`src/rtl/core/kehm_pkg.sv`:
```
package kehm_pkg;

    // Fixed field widths
    localparam int KEY_W   = 11;
    localparam int TIME_W  = 32;
    localparam int TAP_W   = 4;
    localparam int CFG_W   = 16;
    localparam int IDX_W   = 2;
    // Microsecond limits up to (65535 + 1) * 1000 fit in 26 bits
    localparam int LIM_W   = 26;

    localparam logic [LIM_W-1:0] US_PER_MS = LIM_W'(1000);

    // Register indexes
    localparam logic [IDX_W-1:0] REG_HOLD_MS        = 2'd0;
    localparam logic [IDX_W-1:0] REG_STREAK_PRESSES = 2'd1;
    localparam logic [IDX_W-1:0] REG_STREAK_GAP_MS  = 2'd2;

    // Register reset values, already scaled where the logic keeps microseconds
    localparam logic [LIM_W-1:0] HOLD_US_RST     = LIM_W'(1000 * 1000);
    localparam logic [TAP_W-1:0] STREAK_RST      = TAP_W'(3);
    localparam logic [LIM_W-1:0] GAP_LIMIT_RST   = LIM_W'((200 + 1) * 1000);
    localparam logic [TAP_W-1:0] TAP_MAX         = {TAP_W{1'b1}};

    // What one key lane reports for a word
    typedef struct packed {
        logic down;
        logic press;
        logic release_edge;
        logic hold;
    } lane_flags_t;

    // One result word
    typedef struct packed {
        logic [KEY_W-1:0] down_mask;
        logic [KEY_W-1:0] press_mask;
        logic [KEY_W-1:0] release_mask;
        logic [KEY_W-1:0] hold_mask;
        logic             streak_detected;
    } result_t;

endpackage

```
`src/rtl/core/kehm_lane.sv`:
```
module kehm_lane
(
    input  logic                                clk,
    input  logic                                rst_n,
    input  logic                                in_fire,
    input  logic                                level,
    input  logic [kehm_pkg::TIME_W-1:0]         now_us,
    input  logic [kehm_pkg::LIM_W-1:0]          hold_us,
    output kehm_pkg::lane_flags_t               flags
);

    logic                        prev_down_reg;
    logic [kehm_pkg::TIME_W-1:0] stamp_reg;
    logic                        down;
    logic                        press;
    logic [kehm_pkg::TIME_W-1:0] elapsed;
    logic                        held;

    // Derive edges and the hold test for this key
    always_comb
    begin
        down    = ~level;
        press   = down & ~prev_down_reg;
        elapsed = now_us - stamp_reg;
        if (press)
        begin
            held = (hold_us == '0);
        end
        else
        begin
            held = (elapsed >= {{(kehm_pkg::TIME_W-kehm_pkg::LIM_W){1'b0}}, hold_us});
        end
        flags.down         = down;
        flags.press        = press;
        flags.release_edge = prev_down_reg & ~down;
        flags.hold         = down & held;
    end

    // Track the previous level
    always_ff @(posedge clk or negedge rst_n)
    begin
        if (!rst_n)
        begin
            prev_down_reg <= 1'b0;
        end
        else if (in_fire)
        begin
            prev_down_reg <= down;
        end
    end

    // Stamp the press time
    always_ff @(posedge clk)
    begin
        if (in_fire && press)
        begin
            stamp_reg <= now_us;
        end
    end

endmodule

```
`src/rtl/core/kehm_streak.sv`:
```
module kehm_streak
(
    input  logic                                clk,
    input  logic                                rst_n,
    input  logic                                in_fire,
    input  logic                                menu_press,
    input  logic [kehm_pkg::TIME_W-1:0]         now_us,
    input  logic [kehm_pkg::TAP_W-1:0]          streak_presses,
    input  logic [kehm_pkg::LIM_W-1:0]          gap_limit,
    output logic                                fire
);

    logic [kehm_pkg::TAP_W-1:0]  tap_count_reg;
    logic [kehm_pkg::TAP_W-1:0]  tap_count_next;
    logic [kehm_pkg::TIME_W-1:0] last_tap_reg;
    logic [kehm_pkg::TIME_W-1:0] last_tap_next;
    logic [kehm_pkg::TAP_W-1:0]  bumped;
    logic [kehm_pkg::TIME_W-1:0] gap_us;
    logic                        too_long;

    // Count menu taps; a gap past the limit restarts or drops the streak
    always_comb
    begin
        gap_us   = now_us - last_tap_reg;
        too_long = (tap_count_reg != '0) &&
                   (gap_us >= {{(kehm_pkg::TIME_W-kehm_pkg::LIM_W){1'b0}}, gap_limit});
        tap_count_next = tap_count_reg;
        last_tap_next  = last_tap_reg;
        fire           = 1'b0;
        bumped         = tap_count_reg;
        if (menu_press)
        begin
            if (too_long)
            begin
                bumped = kehm_pkg::TAP_W'(1);
            end
            else if (tap_count_reg != kehm_pkg::TAP_MAX)
            begin
                bumped = tap_count_reg + kehm_pkg::TAP_W'(1);
            end
            last_tap_next = now_us;
            if (bumped >= streak_presses)
            begin
                tap_count_next = '0;
                fire           = 1'b1;
            end
            else
            begin
                tap_count_next = bumped;
            end
        end
        else if (too_long)
        begin
            tap_count_next = '0;
        end
    end

    // Hold the streak state
    always_ff @(posedge clk or negedge rst_n)
    begin
        if (!rst_n)
        begin
            tap_count_reg <= '0;
            last_tap_reg  <= '0;
        end
        else if (in_fire)
        begin
            tap_count_reg <= tap_count_next;
            last_tap_reg  <= last_tap_next;
        end
    end

endmodule

```
`src/rtl/core/kehm_merge.sv`:
```
module kehm_merge
(
    input  logic                                clk,
    input  logic                                rst_n,
    input  logic                                in_valid,
    output logic                                in_ready,
    input  logic [kehm_pkg::KEY_W-1:0]          down_bits,
    input  logic [kehm_pkg::KEY_W-1:0]          press_bits,
    input  logic [kehm_pkg::KEY_W-1:0]          release_bits,
    input  logic [kehm_pkg::KEY_W-1:0]          hold_bits,
    input  logic                                streak_bit,
    output logic                                out_valid,
    input  logic                                out_ready,
    output kehm_pkg::result_t                   result
);

    kehm_pkg::result_t word;
    kehm_pkg::result_t out_reg;
    kehm_pkg::result_t skid_reg;
    logic              out_valid_reg;
    logic              skid_valid_reg;
    logic              in_fire;
    logic              out_fire;

    // Combine lane findings into one word
    always_comb
    begin
        word.down_mask       = down_bits;
        word.press_mask      = press_bits;
        word.release_mask    = release_bits;
        word.hold_mask       = hold_bits;
        word.streak_detected = streak_bit;
    end

    assign in_ready  = ~skid_valid_reg;
    assign in_fire   = in_valid & in_ready;
    assign out_fire  = out_valid_reg & out_ready;
    assign out_valid = out_valid_reg;
    assign result    = out_reg;

    // Advance the output register, park a word in the skid stage on a stall
    always_ff @(posedge clk or negedge rst_n)
    begin
        if (!rst_n)
        begin
            out_valid_reg  <= 1'b0;
            skid_valid_reg <= 1'b0;
        end
        else if (out_fire || !out_valid_reg)
        begin
            if (skid_valid_reg)
            begin
                out_valid_reg  <= 1'b1;
                skid_valid_reg <= in_fire;
            end
            else
            begin
                out_valid_reg  <= in_fire;
            end
        end
        else if (in_fire)
        begin
            skid_valid_reg <= 1'b1;
        end
    end

    // Move payload alongside
    always_ff @(posedge clk)
    begin
        if (out_fire || !out_valid_reg)
        begin
            if (skid_valid_reg)
            begin
                out_reg <= skid_reg;
                if (in_fire)
                begin
                    skid_reg <= word;
                end
            end
            else if (in_fire)
            begin
                out_reg <= word;
            end
        end
        else if (in_fire)
        begin
            skid_reg <= word;
        end
    end

endmodule

```
`src/rtl/core/key_edge_hold_multitap_detector_top.sv`:
```
// Key edge, hold and multi-tap detector. Each input word is one key scan: active-low
// levels in key_levels (bit 0 is the menu key) and a wrapping microsecond stamp in
// now_us. One word is taken per clock while in_ready is high; its result is registered
// in an output register with a one-word skid stage, so the rate is one word per cycle
// until a stall fills the skid stage, set by each key lane and the menu streak counter.
// Keys at or above max(1, min(NUM_KEYS, 11)) are unscanned; every mask reads them as 0.
// Registers: 0 hold_ms, 1 streak_presses, 2 streak_gap_ms; write them only while
// the block is idle. A key's hold time counts from its press as seen by this block.
module key_edge_hold_multitap_detector_top
#(
    parameter int NUM_KEYS = 11
)
(
    input  logic                                clk,
    input  logic                                rst_n,
    input  logic                                cfg_wr_en,
    input  logic [kehm_pkg::IDX_W-1:0]          cfg_index,
    input  logic [kehm_pkg::CFG_W-1:0]          cfg_data,
    input  logic                                in_valid,
    output logic                                in_ready,
    input  logic [kehm_pkg::KEY_W-1:0]          key_levels,
    input  logic [kehm_pkg::TIME_W-1:0]         now_us,
    output logic                                out_valid,
    input  logic                                out_ready,
    output logic [kehm_pkg::KEY_W-1:0]          down_mask,
    output logic [kehm_pkg::KEY_W-1:0]          press_mask,
    output logic [kehm_pkg::KEY_W-1:0]          release_mask,
    output logic [kehm_pkg::KEY_W-1:0]          hold_mask,
    output logic                                streak_detected
);

    localparam int LANES = (NUM_KEYS >= kehm_pkg::KEY_W) ? kehm_pkg::KEY_W :
                           ((NUM_KEYS < 1) ? 1 : NUM_KEYS);

    logic [kehm_pkg::LIM_W-1:0]  hold_us_reg;
    logic [kehm_pkg::TAP_W-1:0]  streak_presses_reg;
    logic [kehm_pkg::LIM_W-1:0]  gap_limit_reg;
    logic                        in_fire;
    logic [kehm_pkg::KEY_W-1:0]  down_bits;
    logic [kehm_pkg::KEY_W-1:0]  press_bits;
    logic [kehm_pkg::KEY_W-1:0]  release_bits;
    logic [kehm_pkg::KEY_W-1:0]  hold_bits;
    logic                        streak_bit;
    kehm_pkg::result_t           result;

    assign in_fire = in_valid & in_ready;

    // Take register writes, scaled to microseconds
    always_ff @(posedge clk or negedge rst_n)
    begin
        if (!rst_n)
        begin
            hold_us_reg        <= kehm_pkg::HOLD_US_RST;
            streak_presses_reg <= kehm_pkg::STREAK_RST;
            gap_limit_reg      <= kehm_pkg::GAP_LIMIT_RST;
        end
        else if (cfg_wr_en)
        begin
            case (cfg_index)
                kehm_pkg::REG_HOLD_MS:
                begin
                    hold_us_reg <= kehm_pkg::LIM_W'(cfg_data) * kehm_pkg::US_PER_MS;
                end
                kehm_pkg::REG_STREAK_PRESSES:
                begin
                    streak_presses_reg <= cfg_data[kehm_pkg::TAP_W-1:0];
                end
                kehm_pkg::REG_STREAK_GAP_MS:
                begin
                    gap_limit_reg <= (kehm_pkg::LIM_W'(cfg_data) + kehm_pkg::LIM_W'(1))
                                     * kehm_pkg::US_PER_MS;
                end
                default:
                begin
                end
            endcase
        end
    end

    // One lane per scanned key; unscanned bits stay zero
    for (genvar i = 0; i < kehm_pkg::KEY_W; i++)
    begin : g_lane
        if (i < LANES)
        begin : g_on
            kehm_pkg::lane_flags_t flags;

            kehm_lane u_lane
            (
                .clk     (clk),
                .rst_n   (rst_n),
                .in_fire (in_fire),
                .level   (key_levels[i]),
                .now_us  (now_us),
                .hold_us (hold_us_reg),
                .flags   (flags)
            );

            assign down_bits[i]    = flags.down;
            assign press_bits[i]   = flags.press;
            assign release_bits[i] = flags.release_edge;
            assign hold_bits[i]    = flags.hold;
        end
        else
        begin : g_off
            assign down_bits[i]    = 1'b0;
            assign press_bits[i]   = 1'b0;
            assign release_bits[i] = 1'b0;
            assign hold_bits[i]    = 1'b0;
        end
    end

    // Count menu key taps
    kehm_streak u_streak
    (
        .clk            (clk),
        .rst_n          (rst_n),
        .in_fire        (in_fire),
        .menu_press     (press_bits[0]),
        .now_us         (now_us),
        .streak_presses (streak_presses_reg),
        .gap_limit      (gap_limit_reg),
        .fire           (streak_bit)
    );

    // Merge and buffer the result word
    kehm_merge u_merge
    (
        .clk          (clk),
        .rst_n        (rst_n),
        .in_valid     (in_valid),
        .in_ready     (in_ready),
        .down_bits    (down_bits),
        .press_bits   (press_bits),
        .release_bits (release_bits),
        .hold_bits    (hold_bits),
        .streak_bit   (streak_bit),
        .out_valid    (out_valid),
        .out_ready    (out_ready),
        .result       (result)
    );

    assign down_mask       = result.down_mask;
    assign press_mask      = result.press_mask;
    assign release_mask    = result.release_mask;
    assign hold_mask       = result.hold_mask;
    assign streak_detected = result.streak_detected;

endmodule
```
`config.mk`:
```
export PLATFORM = sky130hd
export DESIGN_NAME = key_edge_hold_multitap_detector_top
export DESIGN_NICKNAME = d
export VERILOG_FILES = /design/src/rtl/core/kehm_pkg.sv /design/src/rtl/core/kehm_lane.sv /design/src/rtl/core/kehm_streak.sv /design/src/rtl/core/kehm_merge.sv /design/src/rtl/core/key_edge_hold_multitap_detector_top.sv
export SDC_FILE = /design/constraint.sdc
export NUM_CORES = 2
export LEC_CHECK = 0
export ABC_AREA = 1
export BUFFER_PORTS_ARGS = -buffer_cell sky130_fd_sc_hd__clkbuf_2
export CAP_MARGIN = 20
export CORE_AREA = 2 2 368 370
export DETAILED_ROUTE_END_ITERATION = 7
export DIE_AREA = 0 0 370 372
export GPL_ROUTABILITY_DRIVEN = 0
export PLACE_DENSITY_LB_ADDON = 0.25
export SLEW_MARGIN = 5
export SYNTH_ARGS = -nofsm -noshare
export SYNTH_HDL_FRONTEND = slang
export SYNTH_SLANG_ARGS = --single-unit
export TNS_END_PERCENT = 1
```
`constraint.sdc`:
```
create_clock -name clk -period 8.7 [get_ports clk]
set_clock_uncertainty 0.2 [all_clocks]
set_input_delay 0.87 -clock clk [delete_from_list [all_inputs] [get_ports clk]]
set_output_delay 0.87 -clock clk [all_outputs]
set_load 0.01 [all_outputs]
```
==> reports/qor.csv <==
metric;value;unit
Rows;135;
Inserted Clock Buffers;72;
clock sink total;541;
top-area cell type share of the netlist area;25.6;%
Final Slew Violations;0;
largest net degree at the start of global routing;79;
RSZ-0062 raised after global routing;false;
Die Ht;372;µm
crit-path max FO;9;
Largest register FFs;352;
Comb pwr share;51.6;%
P_int;7.24;mW
Clock Tree Buf Depth;3;
crit path cell chain;clkbuf_2 > ha_1 > nand4_1 > nor2_1 > nand2_1 > nor2_1 > xor2_1 > inv_1 > ha_1 > fa_1 > fa_1 > fa_1 > ha_1 > a21oi_1 > o21ai_0 > a221oi_1 > nand3_1 > nand2_1 > inv_1 > o21ai_0 > nand3b_1 > nand3_1 > nand2_1;
clock insertion delay at the later pin of the skew report;0.65;ns
fraction of layout cells with a size suffix above 1;6.45;%
Worst EP required;9.04;ns
CP max stage cell;fa_1;
DR WL/cell;20.2;µm
DP Cell Count;8391;
number of I/O port buffers;112;
Seq/Total Area, Yosys;30.5;%
clock-pin slew on the worst setup and hold paths;0.06;ns
Seq pwr share;24.8;%
initial antenna violation count;13;
Final Instance Count excl. Fillers;8524;
Rel. slew slack;30.3;%
hold_buf cts;0;
post-place setup slack;1.95;ns
top cell type by total area after synthesis;edfxtp_1;
top-level port count;113;
first-pass GRT wire length;261000;µm
Pwr per Cell Area;224;mW/mm²
Synth Instances;6439;
routed vias;45793;
Leak;26.9;nW
synth unique cells;62;
core area;0.134;mm²
WS Path Type;input pin to flop;
maximum clock frequency;165;MHz
TritonRoute pass-1 iters;7;
Fin. Hold Viols;0;
ANT nets after route;0;
status;finished clean;
post-layout util;42.9;%
Filler cells;13569;
GRT overflow;0;
endpoints failing setup;0;
top cells by area, synth;edfxtp_1 26%, ha_1 18%, nand2_1 9.2%;
Post-synth EDFFs;442;
CTS tree;done;
final worst path period share;69.6;%
final WL;172000;µm
CTS root buffer;clkbuf_16;
# resized after CTS;0;
Switching Share;44.0;%
FF/Latch Area;0.0158;mm²
Worst VDD drop;0.164;mV
worst slew pin tran;1.04;ns
Ys Warns;0;
DP Area;0.0552;mm²
Netlist Area Pre-Place;0.0517;mm²
Area Overhead vs Synth;11.3;%
CP Data Arrival Time;6.40;ns
crit end category;flop;
Async SR Flop Fraction;18.3;%
Net count, final;7632;
CTS H-Tree Depth;3;
initial core utilization;38.5;%
1st-iter DRT viols;4146;
syn_area_per_cell;8.04;µm²
Mapped Nets;7386;
net switching power;5.68;mW
max_cap viols;0;
commonest register cell after synthesis;edfxtp_1;
startpoint types;input pin;
Total GRT Usage;24.9;%
Clock power frac;23.5;%
Hold Crit Class;input pin to asynchronous set/reset pin;
post-synthesis register bit count;541;
die width;370;µm
DR vias/cell;5.37;
Die Area;0.138;mm²
DRC;0;
crit-path leading delay family;adder cells;
vias in the first global route;44379;
Post-CTS Setup Bufs;0;
final worst slack;2.64;ns
area of the multi-input gates;0.0322;mm²
Sum Neg Setup Slack;0;ns
hpwl dp;129000;µm
Worst Path Buf+Inv;3;
post-layout min period;6.06;ns
post-route design area;0.0576;mm²
largest stage delay on the critical path;0.54;ns
## Yosys cell counts (3+ instances only)
library cell,instances
a21boi_1,10
a211oi_1,25
nand2_2,14
a31oi_1,36
a21oi_2,6
xnor2_1,139
nand3_1,221
nand3b_1,27
o211ai_1,11
o21bai_1,40
dfstp_2,15
xor2_1,219
o21ai_1,19
nor4_1,28
a21oi_1,629
clkbuf_1,30
and3_1,8
a32oi_1,4
o21ai_2,28
and2_1,9
or2_2,3
o221a_2,3
o21a_1,23
a21o_1,40
inv_2,3
fa_1,123
edfxtp_1,442
o221ai_1,5
o21ai_0,391
nand4_1,75
o21bai_2,3
a21boi_0,21
nor3_1,94
inv_1,989
nor2_1,534
nor2_2,7
nand2_1,1274
o31ai_1,10
o22ai_1,6
ha_1,758
dfrtp_1,84
nor3_2,5
## stage by stage
stage          power (mW)  hold slack (ns)
6_report             12.9            0.138
5_1_grt              14.0            0.153
4_1_cts              12.9            0.121
3_5_place_dp         9.84            0.270
3_3_place_gp         9.72            0.273
2_1_floorplan        7.75            0.249
## layout by cell type (no fill, tap or decap), drive strengths merged, types with 139 or more instances in the layout
master	count
xnor2	139
xor2	219
a21oi	636
nand3	223
inv	992
o21ai	438
ha	758
nand2	1289
nor2	543
clkbuf	202
edfxtp	442
## per-layer routing
layer	up-vias	wire length [µm]	GRT usage, %
li1	22322	-	-
met1	21545	75600	33.2
met2	1571	75400	39.6
met3	351	13600	4.36
met4	4	7850	10.6
met5	-	29	0
## logic make-up (layout without fill, tap and decap cells)
family	count (synthesis)	after routing	synth area share [%]
simple gates	2306	2306	18.6
compound gates	1328	1328	14.4
buf+inv	1025	1328	7.44
fa+ha+maj	881	881	23.1
flops	541	541	30.5
xor+xnor	358	358	6.06
other cells	0	1	0
## cell type report
type	count	share of cell area, %
Tap cell	1781	3.87
Inverter	993	6.47
Timing Repair Buffer	204	2.21
Clock inverter	40	0.736
Sequential cell	541	27.4
Clock buffer	91	3.41
Multi-Input combinational cell	4873	55.9
Antenna cell	1	0.00434
## power by group through the flow
stage / sequential, mW / combinational, mW / clock, mW
3_5_place_dp: 3.26 / 6.58 / 0
2_1_floorplan: 3.24 / 4.51 / 0
6_report: 3.21 / 6.67 / 3.04
5_1_grt: 3.24 / 7.52 / 3.20
3_3_place_gp: 3.25 / 6.47 / 0
4_1_cts: 3.21 / 6.62 / 3.11
## path summary, 6_finish.rpt
| check | slack (ns) | cells past startpoint | end | startpoint |
|---|---|---|---|---|
| setup / recovery | 2.64 | 23 | gap_limit_reg[25] | cfg_data[2] |
| hold / removal | 0.14 | 1 | u_streak.tap_count_reg[0] | rst_n |
| setup reg to reg | 4.02 | 29 | u_streak.tap_count_reg[2] | u_streak.last_tap_reg[0] |
| hold reg to reg | 0.28 | 2 | gap_limit_reg[25] | gap_limit_reg[25] |
| max in group asynchronous | 6.84 | 2 | u_streak.last_tap_reg[12] | rst_n |
| min in group clk | 0.28 | 2 | gap_limit_reg[25] | gap_limit_reg[25] |
No activity file was read; power rests on OpenSTA's default activity.
